**src/lcr_pkg.sv**
```systemverilog
`default_nettype none
package lcr_pkg;
	localparam int DEF_MAX_ROWS = 128;
	localparam int DEF_MAX_COLS = 128;
	localparam int CFG_W = 8;
	localparam int AREA_W = 15;
	localparam int AREA_MAX = 32767;
	localparam int CFG_AW = 3;
	localparam int APB_DW = 32;
	// register index, taken from paddr[2]
	localparam logic REG_ROW_COUNT = 1'b0;
	localparam logic REG_COL_COUNT = 1'b1;
endpackage
`default_nettype wire

```
**src/lcr_cfg_regs.sv**
```systemverilog
`default_nettype none
module lcr_cfg_regs #(
	parameter int MAX_ROWS = lcr_pkg::DEF_MAX_ROWS,
	parameter int MAX_COLS = lcr_pkg::DEF_MAX_COLS,
	parameter int RW = $clog2(MAX_ROWS + 1),
	parameter int CW = $clog2(MAX_COLS + 1)
) (
	input  wire logic                        clk,
	input  wire logic                        arst_n,
	input  wire logic                        psel,
	input  wire logic                        penable,
	input  wire logic                        pwrite,
	input  wire logic [lcr_pkg::CFG_AW-1:0]  paddr,
	input  wire logic [lcr_pkg::APB_DW-1:0]  pwdata,
	output logic      [lcr_pkg::APB_DW-1:0]  prdata,
	output logic                             pready,
	output logic      [RW-1:0]               rows_eff,
	output logic      [CW-1:0]               cols_eff
);
	import lcr_pkg::*;

	logic [CFG_W-1:0] row_count_q;
	logic [CFG_W-1:0] col_count_q;
	logic             wr_en;
	logic             reg_sel;

	assign pready  = 1'b1;
	assign reg_sel = paddr[2];
	assign wr_en   = psel & penable & pwrite;

	always_ff @(posedge clk or negedge arst_n) begin
		if (!arst_n) begin
			row_count_q <= CFG_W'(DEF_MAX_ROWS);
			col_count_q <= CFG_W'(DEF_MAX_COLS);
		end else if (wr_en) begin
			case (reg_sel)
				REG_ROW_COUNT: row_count_q <= pwdata[CFG_W-1:0];
				REG_COL_COUNT: col_count_q <= pwdata[CFG_W-1:0];
				default: ;
			endcase
		end
	end

	always_comb begin
		case (reg_sel)
			REG_ROW_COUNT: prdata = APB_DW'(row_count_q);
			REG_COL_COUNT: prdata = APB_DW'(col_count_q);
			default:       prdata = '0;
		endcase
	end

	// zero counts as one, oversize counts as the maximum
	always_comb begin
		if (row_count_q == '0)
			rows_eff = RW'(1);
		else if (32'(row_count_q) > 32'(MAX_ROWS))
			rows_eff = RW'(MAX_ROWS);
		else
			rows_eff = RW'(row_count_q);
		if (col_count_q == '0)
			cols_eff = CW'(1);
		else if (32'(col_count_q) > 32'(MAX_COLS))
			cols_eff = CW'(MAX_COLS);
		else
			cols_eff = CW'(col_count_q);
	end
endmodule
`default_nettype wire

```
**config.mk**
```make
export PLATFORM = sky130hd
export DESIGN_NAME = lcr_cfg_regs
export DESIGN_NICKNAME = d
export VERILOG_FILES = /design/src/lcr_pkg.sv /design/src/lcr_cfg_regs.sv
export SDC_FILE = /design/constraint.sdc
export NUM_CORES = 1
export LEC_CHECK = 0
export BUFFER_PORTS_ARGS = -buffer_cell sky130_fd_sc_hd__buf_2
export CAP_MARGIN = 25
export CORE_ASPECT_RATIO = 0.9
export CORE_MARGIN = 2
export CORE_UTILIZATION = 43
export CTS_BUF_LIST = sky130_fd_sc_hd__clkbuf_8
export DETAILED_ROUTE_END_ITERATION = 10
export PLACE_DENSITY = 0.91
export SETUP_SLACK_MARGIN = 0.3
export SLEW_MARGIN = 20
export SYNTH_ARGS = -nofsm -noshare
export SYNTH_HDL_FRONTEND = slang
export SYNTH_SLANG_ARGS = --single-unit
export TNS_END_PERCENT = 30
```
**constraint.sdc**
```tcl
create_clock -name clk -period 2.1 [get_ports clk]
set_input_delay 0.21 -clock clk [delete_from_list [all_inputs] [get_ports clk]]
set_output_delay 0.21 -clock clk [all_outputs]
set_load 0.01 [all_outputs]
```
# [Word level (Yosys, flattened, before mapping)]
# Cells that the tools add are included.
[totals] reg_bits=16 output_inout_bits=49 wordCells=16
[classes] magnitude_cmp=2 n_mux=5 n_bitwise=3 reduce_logical=4
[ops] cell="one-hot mux 32 bit (2 select lines)" count=1
[ops] cell="2-to-1 mux 8 bit" count=4
[ops] cell="greater-than comparator 8 bit (second input constant)" count=2
[ops] cell="zero test 8 bit" count=2
[ops] cell="AND reduction 2 bit" count=2
[ops] cell="bitwise AND 1 bit" count=2
[ops] cell="inverter 1 bit" count=1

# [Longest topological paths before layout]
# Gate-level depths: netlist of run 1.
[logic_depth] word_depth=3 mapped_depth=3

# [Worst setup path before layout of run 1]
# OpenSTA, ideal clock, no wires.
[synth_timing] kind="register to output" startpoint="reg row_count_q[2]" endpoint="out rows_eff[0]" arrival_time_ps=1202 required_time_ps=1890 slack_ps=688 stages_incl_launch_ff=3 path_buffers=0 cell_sequence="dfrtp_1 -> or4_4 -> o41ai_2"
[synth_between] elab_chain_len=3 elab_cells_between_ends=4 cone_classes="order compare: 1; mux: 2; reduce/logical: 1"
[synth_lines] item="start, declared" line_no="lcr_cfg_regs.sv:22" text="logic [CFG_W-1:0] row_count_q;"
[synth_lines] item="start signal, assigned" line_no="lcr_cfg_regs.sv:33" text="row_count_q <= CFG_W'(DEF_MAX_ROWS);"
[synth_lines] item="start signal, assigned" line_no="lcr_cfg_regs.sv:37" text="REG_ROW_COUNT: row_count_q <= pwdata[CFG_W-1:0];"
[synth_lines] item="greater-than comparator 8 bit" line_no="lcr_cfg_regs.sv:56" text="else if (32'(row_count_q) > 32'(MAX_ROWS))"
[synth_lines] item="2-to-1 mux 8 bit" line_no="lcr_cfg_regs.sv:56"
[synth_lines] item="2-to-1 mux 8 bit *" line_no="lcr_cfg_regs.sv:54" text="if (row_count_q == '0)"
[synth_lines] item="end, declared" line_no="lcr_cfg_regs.sv:17" text="output logic [RW-1:0] rows_eff,"
# Every way passes the cells marked *; elsewhere a longest branch is shown, timed or not.

# [Worst setup path in the final report of run 1]
[layout_timing] startpoint="reg col_count_q[4]" endpoint="out cols_eff[0]"
[layout_between] elab_chain_len=3 elab_cells_between_ends=4 cone_classes="order compare: 1; mux: 2; reduce/logical: 1"
[layout_lines] item="start, declared" line_no="lcr_cfg_regs.sv:23" text="logic [CFG_W-1:0] col_count_q;"
[layout_lines] item="start signal, assigned" line_no="lcr_cfg_regs.sv:34" text="col_count_q <= CFG_W'(DEF_MAX_COLS);"
[layout_lines] item="start signal, assigned" line_no="lcr_cfg_regs.sv:38" text="REG_COL_COUNT: col_count_q <= pwdata[CFG_W-1:0];"
[layout_lines] item="greater-than comparator 8 bit" line_no="lcr_cfg_regs.sv:62" text="else if (32'(col_count_q) > 32'(MAX_COLS))"
[layout_lines] item="2-to-1 mux 8 bit" line_no="lcr_cfg_regs.sv:62"
[layout_lines] item="2-to-1 mux 8 bit *" line_no="lcr_cfg_regs.sv:60" text="if (col_count_q == '0)"
[layout_lines] item="end, declared" line_no="lcr_cfg_regs.sv:18" text="output logic [CW-1:0] cols_eff"
# Marks and branches as above.

==> reports/qor.yml, run 1 <==
synthesis:
  synth_top_area_share_pct: 32.7
  synthTopCellsByArea: "dfrtp_1 (33%), mux2_2 (25%), buf_4 (18%)"
  syn_avg_cell_area_um2: 11.6
  syn_area_mm2: 0.00107
  ys_seq_area_share_pct: 37.7
  synth_cell_types: 12
  syn_inst: 92
  yosys_warnings: 0
  ys_ff_latch: 16
  synth_top_area_cell: "dfrtp_1"
timing:
  setup_tns_ns: 0
  fin_crit_sh_pct: 85.2
  rsz0062_at_grt: "true"
  setup_viol: 0
  period_needed_ns: 1.79
  max_freq_mhz: 559
  hold_ws_ns: 0.205
  skew_ns: 0
  final-hold-violation-count: 0
  slew_violations: 0
clocking:
  cts_tree: "done"
  htreeDepth: 1
  root_buffer: "clkbuf_8"
  path_clk_slew_ns: 0.06
  clock_latency_ns: 0.24
  cts_max_path_buffers: 2
  cts_made_buffers: 3
  clkSinkCount: 16
power:
  vdd_drop_max_uv: 544
  p_clk_share_pct: 20.8
  powerDensity_mw_per_mm2: 889
  finalPower_uw: 1110
  p_int_uw: 734
  swShare_pct: 33.8
  pwr-share-seq_pct: 42.5
  comb_power_share_pct: 36.7
  p_leak_uw: 0.000653
  p_switching_uw: 375
layout:
  synthToLayoutAreaGrowth_pct: 16.6
  drive_above_1_share_pct: 57.4
  antenna_cells: 0
  fin_cells: 157
  nNetsFinal: 170
  fin_util_pct: 51.9
routing:
  drc: 0
  dr.first_iter.drc_count: 3
  via_count: 743
  viasPerCell: 4.73
  wl_mm: 2.03
  drtAntennaViolNets: 0
  wl_per_cell_um: 12.9
  first_pass_iters: 4
flow_run:
  cap_viol_max_count: 0
floorplan:
  start_util_pct: 44.5
  die_area_mm2: 0.00290
  die_w_um: 56.6
  die_y_um: 51.3
  rows: 17
  num_io_pins: 89
  coreArea_mm2: 0.00240
global_routing:
  grtUsageMet3_pct: 3.04
  use_met1_pct: 18.1
  grt_use_total_pct: 14.6
  grt_util_met2_pct: 25.2
  antenna_found_initial: 0
  grt_pass1_vias: 663
  busiest_layer: "met2"
  grt_pass1_wl_mm: 3.21
  grt_max_degree: 17
  overflow: 0
placed_design:
  gp_congestion: 0.781
  placed_cells: 150
  place_hpwl_mm: 1.53
  port_buffers: 37
worst_setup_path:
  cp-start-kind: "register"
  cp-end-kind: "output port"
  critPathMaxFanout: 4
  worstSetupPathType: "reg2out"
  crit_required_ns: 1.89
  arrival_ns: 1.58
outcome:
  status: "finished, final reports clean"
min_path:
  min_path_type: "in2reg"
timing repair:
action / CTS / global route
gates resized for setup: 0 / 1
setup buffers: 1 / 1
hold buffers: 1 / 0
pin swaps: 0 / 0
endpoints found under the hold margin: 14 / 0
cloned: 0 / 0
setup endpoints to repair: 1 / 2
per-stage QoR:
step           setup slack [ns]  instance area [um^2]
2_1_floorplan             0.688                  1160
3_3_place_gp              0.553                  1170
3_5_place_dp              0.572                  1170
4_1_cts                   0.300                  1230
5_1_grt                   0.266                  1250
6_report                  0.311                  1250
layer usage:
metal	part of all wire [%]	vias up
met5	0	-
met4	0.94	0
met3	8.8	3
met2	49	51
met1	41	357
li1	-	332
path summary, 6_finish.rpt:
kind                                 from              to  slack, ns  depth (start not counted)
min reg2reg                row_count_q[0]  row_count_q[0]       0.53                          1
min in group asynchronous          arst_n  row_count_q[1]       0.40                          2
min                             pwdata[2]  col_count_q[2]       0.21                          2
max                        col_count_q[4]     cols_eff[0]       0.31                          3
max reg2reg                col_count_q[7]  col_count_q[7]       1.19                          1
max in group asynchronous          arst_n  col_count_q[7]       1.39                          2
logic make-up after synthesis:
family	count (synthesis)	synth area share, %
AOI/OAI and AO/OA	2	3.04
muxes	24	25.3
buffers and inverters	30	19.6
DFF	16	37.7
other	2	0.702
and+or+nand+nor	18	13.7
worst max-delay path, cell delays in order (launching register included):
cell	delay [ns]
dfrtp_1	0.40
or4_4	0.53
o41ai_4	0.22
buf_2	0.18
flip-flops by register name (all words and copies together) (netlist names):
signal / flops
row_count_q: 8
col_count_q: 8
cell usage after synthesis (all sizes together):
master	instances
mux2	24
nand4b	1
dfstp	2
dfrtp	14
clkbuf	4
nand4	1
nor2b	12
or4	2
conb	2
buf	26
o41ai	2
nand2b	2
layout make-up:
class	count	area, um^2
clock inverter	1	3.75
timing repair buffer	40	210
fill	236	1160
clock buffer	3	41.3
multi-input combinational	69	554
tap	28	35.0
sequential	16	403
placed cells by master (no fill, tap or decap):
master         synthesis  final
o41ai_2                2      1
inv_1                  0      1
nor2b_1               12     12
mux2_2                24     24
conb_1                 2     25
dlygate4sd3_1          0      1
clkbuf_8               0      3
or4_4                  2      2
nand2b_1               2      2
dfrtp_1               14     14
buf_4                 26      2
o41ai_4                0      1
nand4b_4               1      1
dfstp_2                2      2
nand4_2                1      1
buf_2                  0     37
power by group through the flow:
stage | logic, uW | registers [uW] | clock network [uW]
2_1_floorplan | 312 | 429 | 0
3_3_place_gp | 378 | 472 | 0
3_5_place_dp | 387 | 478 | 0
4_1_cts | 399 | 471 | 234
5_1_grt | 443 | 487 | 249
6_report | 407 | 472 | 230
No activity file was read; power rests on OpenSTA's default activity.
==> inputs of run 2 (changes only) <==
--- a/config.mk
+++ b/config.mk
@@ -5,6 +5,7 @@
 export SDC_FILE = /design/constraint.sdc
 export NUM_CORES = 1
 export LEC_CHECK = 0
+export ABC_AREA = 1
 export BUFFER_PORTS_ARGS = -buffer_cell sky130_fd_sc_hd__buf_2
 export CAP_MARGIN = 25
 export CORE_ASPECT_RATIO = 0.9
@@ -12,7 +13,7 @@
 export CORE_UTILIZATION = 43
 export CTS_BUF_LIST = sky130_fd_sc_hd__clkbuf_8
 export DETAILED_ROUTE_END_ITERATION = 10
-export PLACE_DENSITY = 0.91
+export PLACE_DENSITY = 0.9
 export SETUP_SLACK_MARGIN = 0.3
 export SLEW_MARGIN = 20
 export SYNTH_ARGS = -nofsm -noshare
==> constraint.sdc (replaced) <==
create_clock -name clk -period 2.1 [get_ports clk]
set_input_delay 0.525 -clock clk [delete_from_list [all_inputs] [get_ports clk]]
set_output_delay 0.525 -clock clk [all_outputs]
set_load 0.01 [all_outputs]
==> reports/qor.yml, run 2 <==
outcome:
  status: "finished, final reports clean"
power:
  p_int_uw: 680  # -7.3%
  p_leak_uw: 0.000792  # +21%
  p_clk_share_pct: 20.5  # -0.3 points
  p_switching_uw: 418  # +11%
  pwr-share-seq_pct: 38.9  # -3.6 points
  vdd_drop_max_uv: 523  # -3.8%
  comb_power_share_pct: 40.6  # +3.9 points
  swShare_pct: 38.0  # +4.2 points
  powerDensity_mw_per_mm2: 837  # -5.9%
clocking:
  clkSinkCount: 16  # unchanged
  root_buffer: "clkbuf_8"
  cts_made_buffers: 3  # unchanged
  cts_tree: "done"
  cts_max_path_buffers: 2  # unchanged
  path_clk_slew_ns: 0.06  # about the same
  clock_latency_ns: 0.24  # about the same
  holdBufCountCts: 0  # -1
  htreeDepth: 1  # unchanged
worst_setup_path:
  arrival_ns: 1.27  # -0.31 ns
  rr_startpoint: "col_count_q[7]"
  critPathMaxFanout: 5  # +1
  critPathMostFrequentCell: "nor2_4"
  cp-end-kind: "output port"
  cp_slowest_cell: "dfrtp_1"
  cp-start-kind: "register"
  worstSetupPathType: "reg2out"
  path_cells: "inv_1 > nand2_1 > nor2_4 > nor2_4 > nor2_1 > buf_2"
  slowest_delay_ns: 0.38  # -0.15 ns
  reg2regPathDepth: 3  # +2
  reg2reg_to: "col_count_q[7]"
  crit_required_ns: 1.57  # -0.32 ns
  r2r_slack_ns: 1.18  # about the same
routing:
  drc: 0  # unchanged
  wl_per_cell_um: 10.9  # -16%
  first_pass_iters: 4  # unchanged
  dr.first_iter.drc_count: 26  # +23
  viasPerCell: 4.37  # -7.6%
  drtAntennaViolNets: 0  # unchanged
  wl_mm: 2.45  # +21%
  via_count: 984  # +32%
floorplan:
  start_util_pct: 45.3  # +0.83 points
  die_y_um: 52.4  # +2.1%
  die_area_mm2: 0.00303  # +4.2%
  rows: 17  # unchanged
  num_io_pins: 89  # unchanged
  die_w_um: 57.8  # +2.1%
  coreArea_mm2: 0.00247  # +2.7%
timing:
  slew_violations: 0  # unchanged
  period_needed_ns: 1.80  # +0.00657 ns
  final-hold-violation-count: 0  # unchanged
  rsz0062_at_grt: "true"
  skew_ns: 0  # unchanged
  fin_crit_sh_pct: 85.5  # +0.31 points
  setup_tns_ns: 0  # unchanged
  max_freq_mhz: 557  # -0.37%
  setup_viol: 0  # unchanged
synthesis:
  synth_cell_types: 17  # +5
  synth_common_cells: "nand2_1 (37), buf_4 (25), inv_1 (23), nor2_1 (22), dfrtp_1 (14)"
  synth-edff-count: 0  # unchanged
  synth.most_common_cell: "nand2_1"
  synth_flop_cell: "dfrtp_1"
  synthArstFlopShare_pct: 100  # unchanged
  syn_area_mm2: 0.00112  # +4.6%
  yosys_warnings: 0  # unchanged
  syn_avg_cell_area_um2: 7.12  # -39%
  synth_top_area_share_pct: 31.3  # -1.4 points
  ys_ff_latch: 16  # unchanged
  ys_seq_area_share_pct: 36.0  # -1.6 points
  synthTopCellsByArea: "dfrtp_1 (31%), buf_4 (17%), nand2_1 (12%)"
  synth_top_area_cell: "dfrtp_1"
  syn_inst: 157  # +71%
placed_design:
  gp_congestion: 0.831  # +6.4%
  place_area_mm2: 0.00120  # +3.1%
  port_buffers: 37  # unchanged
  place_hpwl_mm: 1.80  # +17%
layout:
  fin_area_mm2: 0.00131  # +5.2%
  reg_top3: "col_count_q: 8 flops, row_count_q: 8 flops"
  fin_util_pct: 53.2  # +1.3 points
  synthToLayoutAreaGrowth_pct: 17.3
  most-common-layout-cells: "nand2_1 (37), buf_2 (37), conb_1 (25), inv_1 (24), nor2_1 (18)"
  antenna_cells: 0  # unchanged
  drive_above_1_share_pct: 32.5  # -25 points
  nNetsFinal: 238  # +40%
global_routing:
  grt_use_total_pct: 16.4  # +1.8 points
  grt_max_degree: 18  # +1
  antenna_found_initial: 0  # unchanged
  grt_pass1_wl_mm: 3.75  # +17%
  grt_pass1_vias: 835  # +26%
  overflow: 0  # unchanged
flow_run:
  cap_viol_max_count: 0  # unchanged
min_path:
  min_path_type: "in2async"
-- run 2: cell types whose count changed after synthesis, moves of 2 or more --
cell      previous run  this run
o21ai_1              0         8
mux2_2              24         0
nor2_1               0        22
inv_1                0        23
o21ai_0              0         7
buf_6                0         2
clkbuf_1             4         2
o21ai_2              0         8
nor2b_1             12         0
nand2b_1             2         0
o41ai_2              2         0
or4_4                2         0
nand2_1              0        37
-- run 2: area by class of cell --
type,instances,area (um^2)
Clock inverter,1,3.75
Sequential cell,16,403
Inverter,24,90.1
Fill cell,258,1150
Clock buffer,3,41.3
Multi-Input combinational cell,110,509
Tap cell,28,35.0
Timing Repair Buffer,43,230
-- run 2: logic make-up (layout without fill, tap and decap cells) --
| group | count (synthesis) | count (layout) | share of synthesized area, % |
|---|---|---|---|
| and+or+nand+nor | 62 | 62 | 22.4 |
| buffers and inverters | 54 | 71 | 28.0 |
| AOI/OAI and AO/OA | 23 | 23 | 13.0 |
| DFF | 16 | 16 | 36.0 |
| other | 2 | 25 | 0.671 |
-- run 2: repair_timing --
| action | 4_1_cts | 5_1_grt |
|---|---|---|
| cloned | 0 | 0 |
| setup endpoints to repair | 8 | 9 |
| gates resized for setup | 3 | 3 |
| pin swaps | 1 | 3 |
| endpoints found under the hold margin | 0 | 0 |
| buffers inserted | 5 | 1 |
-- run 2: metal layers --
metal	up-vias	global-route usage, %	wire (um)
li1	494	-	-
met1	429	21.7	985
met2	61	26.9	1160
met3	0	2.72	298
met4	0	5.81	0
met5	-	0	0
-- run 2: power by group through the flow --
stage	Combinational (uW)	Clock, uW	Sequential, uW
floorplan	289	0	418
global placement	370	0	438
detailed placement	379	0	441
CTS	432	233	424
global route	500	239	434
finish	445	225	428
-- run 2: worst max path at each step --
stage                   startpoint           to  slack (ns)  cells past startpoint
floorplan                 paddr[2]    prdata[2]        0.60                      2
global placement    row_count_q[7]  rows_eff[4]        0.47                      4
detailed placement        paddr[2]    prdata[6]        0.48                      4
CTS                 row_count_q[2]  rows_eff[4]        0.30                      6
global route        row_count_q[4]  rows_eff[2]        0.19                      6
finish              row_count_q[6]  rows_eff[1]        0.30                      6
-- run 2: stage by stage --
step                hold WS (ns)  setup WS (ns)  total power (uW)  cells
detailed placement         0.451          0.478               820    215
CTS                        0.183          0.303              1090    224
floorplan                  0.229          0.605               707    180
finish                     0.182          0.305              1100    225
global placement           0.448          0.470               809    215
global route               0.208          0.194              1170    225
-- run 2: worst max-delay path: cells and delay by family, from the launching register on --
kind	cells	cell delay, ns
buffers and inverters	2	0.25
DFF	1	0.38
and+or+nand+nor	4	0.40
==> inputs of run 3 (changes only) <==
--- a/config.mk
+++ b/config.mk
@@ -6,14 +6,14 @@
 export NUM_CORES = 1
 export LEC_CHECK = 0
 export ABC_AREA = 1
-export BUFFER_PORTS_ARGS = -buffer_cell sky130_fd_sc_hd__buf_2
 export CAP_MARGIN = 25
 export CORE_ASPECT_RATIO = 0.9
 export CORE_MARGIN = 2
-export CORE_UTILIZATION = 43
+export CORE_UTILIZATION = 55
 export CTS_BUF_LIST = sky130_fd_sc_hd__clkbuf_8
 export DETAILED_ROUTE_END_ITERATION = 10
-export PLACE_DENSITY = 0.9
+export DONT_BUFFER_PORTS = 1
+export PLACE_DENSITY = 0.73
 export SETUP_SLACK_MARGIN = 0.3
 export SLEW_MARGIN = 20
 export SYNTH_ARGS = -nofsm -noshare
==> reports/qor.yml, run 3 (synthesized netlist as in run 2, its figures left out) <==
placed_design:
  place_area_mm2: 0.00101  # -16%
  post-place-ws_ns: 0.494  # +0.0160 ns
  gp_congestion: 0.815  # -1.9%
  port_buffers: 0  # -100%
  place_hpwl_mm: 1.54  # -15%
global_routing:
  grt_max_degree: 18  # unchanged
  antenna_found_initial: 0  # unchanged
  grt_use_total_pct: 16.1  # -0.25 points
  overflow: 0  # unchanged
  grt_pass1_wl_mm: 2.75  # -27%
  grt_pass1_vias: 627  # -25%
routing:
  wl_mm: 2.00  # -18%
  wl_per_cell_um: 11.1  # +2.1%
  viasPerCell: 4.54  # +3.8%
  via_count: 817  # -17%
  drc: 0  # unchanged
  dr.first_iter.drc_count: 25  # -3.8%
  drtAntennaViolNets: 0  # unchanged
  first_pass_iters: 4  # unchanged
worst_setup_path:
  cp-end-kind: "output port"
  worstSetupPathType: "reg2out"
  arrival_ns: 1.26  # about the same
  critPathMaxFanout: 5  # unchanged
  crit_required_ns: 1.57  # about the same
  cp-start-kind: "register"
clocking:
  cts_max_path_buffers: 2  # unchanged
  path_clk_slew_ns: 0.06  # about the same
  htreeDepth: 1  # unchanged
  root_buffer: "clkbuf_8"
  clock_latency_ns: 0.24  # about the same
  cts_made_buffers: 3  # unchanged
  clkSinkCount: 16  # unchanged
  cts_tree: "done"
  cts_setup_buffers: 0  # -5
floorplan:
  start_util_pct: 58.4  # +13 points
  die_w_um: 51.5  # -11%
  die_area_mm2: 0.00241  # -20%
  num_io_pins: 89  # unchanged
  die_y_um: 46.8  # -11%
  coreArea_mm2: 0.00191  # -22%
  rows: 15  # -2
power:
  p_leak_uw: 0.000601  # -24%
  vdd_drop_max_uv: 484  # -7.5%
  powerDensity_mw_per_mm2: 912  # +9.0%
  finalPower_uw: 1000  # -8.5%
timing:
  setup_viol: 0  # unchanged
  max_freq_mhz: 560  # +0.48%
  fin_ws_ns: 0.313  # +0.00852 ns
  skew_ns: 0  # unchanged
  final-hold-violation-count: 0  # unchanged
  period_needed_ns: 1.79  # -0.00852 ns
  worst_pin_slew_ns: 0.614
  max-slew-margin-rel_pct: 58.9
  setup_tns_ns: 0  # unchanged
  fin_crit_sh_pct: 85.1  # -0.41 points
  slew_violations: 0  # unchanged
  rsz0062_at_grt: "true"
layout:
  synthToLayoutAreaGrowth_pct: -1.57
  nNetsFinal: 196  # -18%
  drive_above_1_share_pct: 14.8  # -18 points
  fin_util_pct: 57.5  # +4.3 points
  most-common-layout-cells: "nand2_1 (37), conb_1 (25), inv_1 (23), nor2_1 (17), dfrtp_1 (14)"
  layout_commonest_cell: "nand2_1"
  antenna_cells: 0  # unchanged
  reg_top3: "col_count_q: 8 flops, row_count_q: 8 flops"
  fin_area_mm2: 0.00110  # -16%
outcome:
  status: "finished, final reports clean"
min_path:
  min_path_type: "in2async"
flow_run:
  cap_viol_max_count: 0  # unchanged
## run 3: changes by cell type in the layout (fill, tap and decap cells not counted)
cell,previous run,this run
buf_2,37,0
buf_4,6,0
clkbuf_8,3,4
dlygate4sd3_1,0,1
inv_1,24,23
nor2_1,18,17
nor2_2,2,3
o21ai_0,7,6
o21ai_1,8,9
## run 3: final cells by class
| cell class | count | area (um^2) |
|---|---|---|
| Sequential cell | 16 | 403 |
| Tap cell | 25 | 31.3 |
| Fill cell | 178 | 813 |
| Timing Repair Buffer | 1 | 10.0 |
| Inverter | 24 | 90.1 |
| Clock buffer | 4 | 55.1 |
| Multi-Input combinational cell | 110 | 512 |
## run 3: worst paths after layout
path | start | end | slack [ns] | depth (start not counted)
worst max-delay path | row_count_q[7] | rows_eff[2] | 0.31 | 3
worst min-delay path | arst_n | row_count_q[7] | 0.12 | 0
worst max register to register | col_count_q[7] | col_count_q[7] | 1.25 | 2
worst min register to register | row_count_q[6] | row_count_q[6] | 0.51 | 2
max in group asynchronous | arst_n | col_count_q[6] | 0.97 | 1
min in group clk | pwdata[7] | col_count_q[7] | 0.41 | 2
## run 3: critical path, cell delays in order (launching register included)
cell,delay [ns]
dfstp_2,0.58
inv_1,0.12
nor2_4,0.21
nor2_1,0.10
## run 3: through the flow
stage	hold slack (ns)	cells
finish	0.118	180
global route	0.104	180
CTS	0.117	180
detailed placement	0.230	175
global placement	0.230	175
floorplan	0.229	180
## run 3: layer usage
layer	track usage [%]	up-vias	routed length [um]
met4	7.89	0	8
met5	0	-	0
met2	24.4	47	920
met1	22.2	356	904
li1	-	412	-
met3	3.82	2	165
## run 3: power by group
group          switching (uW)  leakage (uW)  internal (uW)
clock network             100     0.0000288            166
logic                     216      0.000376           88.2
registers                61.3      0.000197            372
## run 3: timing repair
| action | CTS | global route |
|---|---|---|
| endpoints found under the setup margin | 5 | 9 |
| resized for setup | 1 | 7 |
| pin swaps | 0 | 0 |
| hold endpoints to repair | 14 | 0 |
| hold buffers | 1 | 0 |
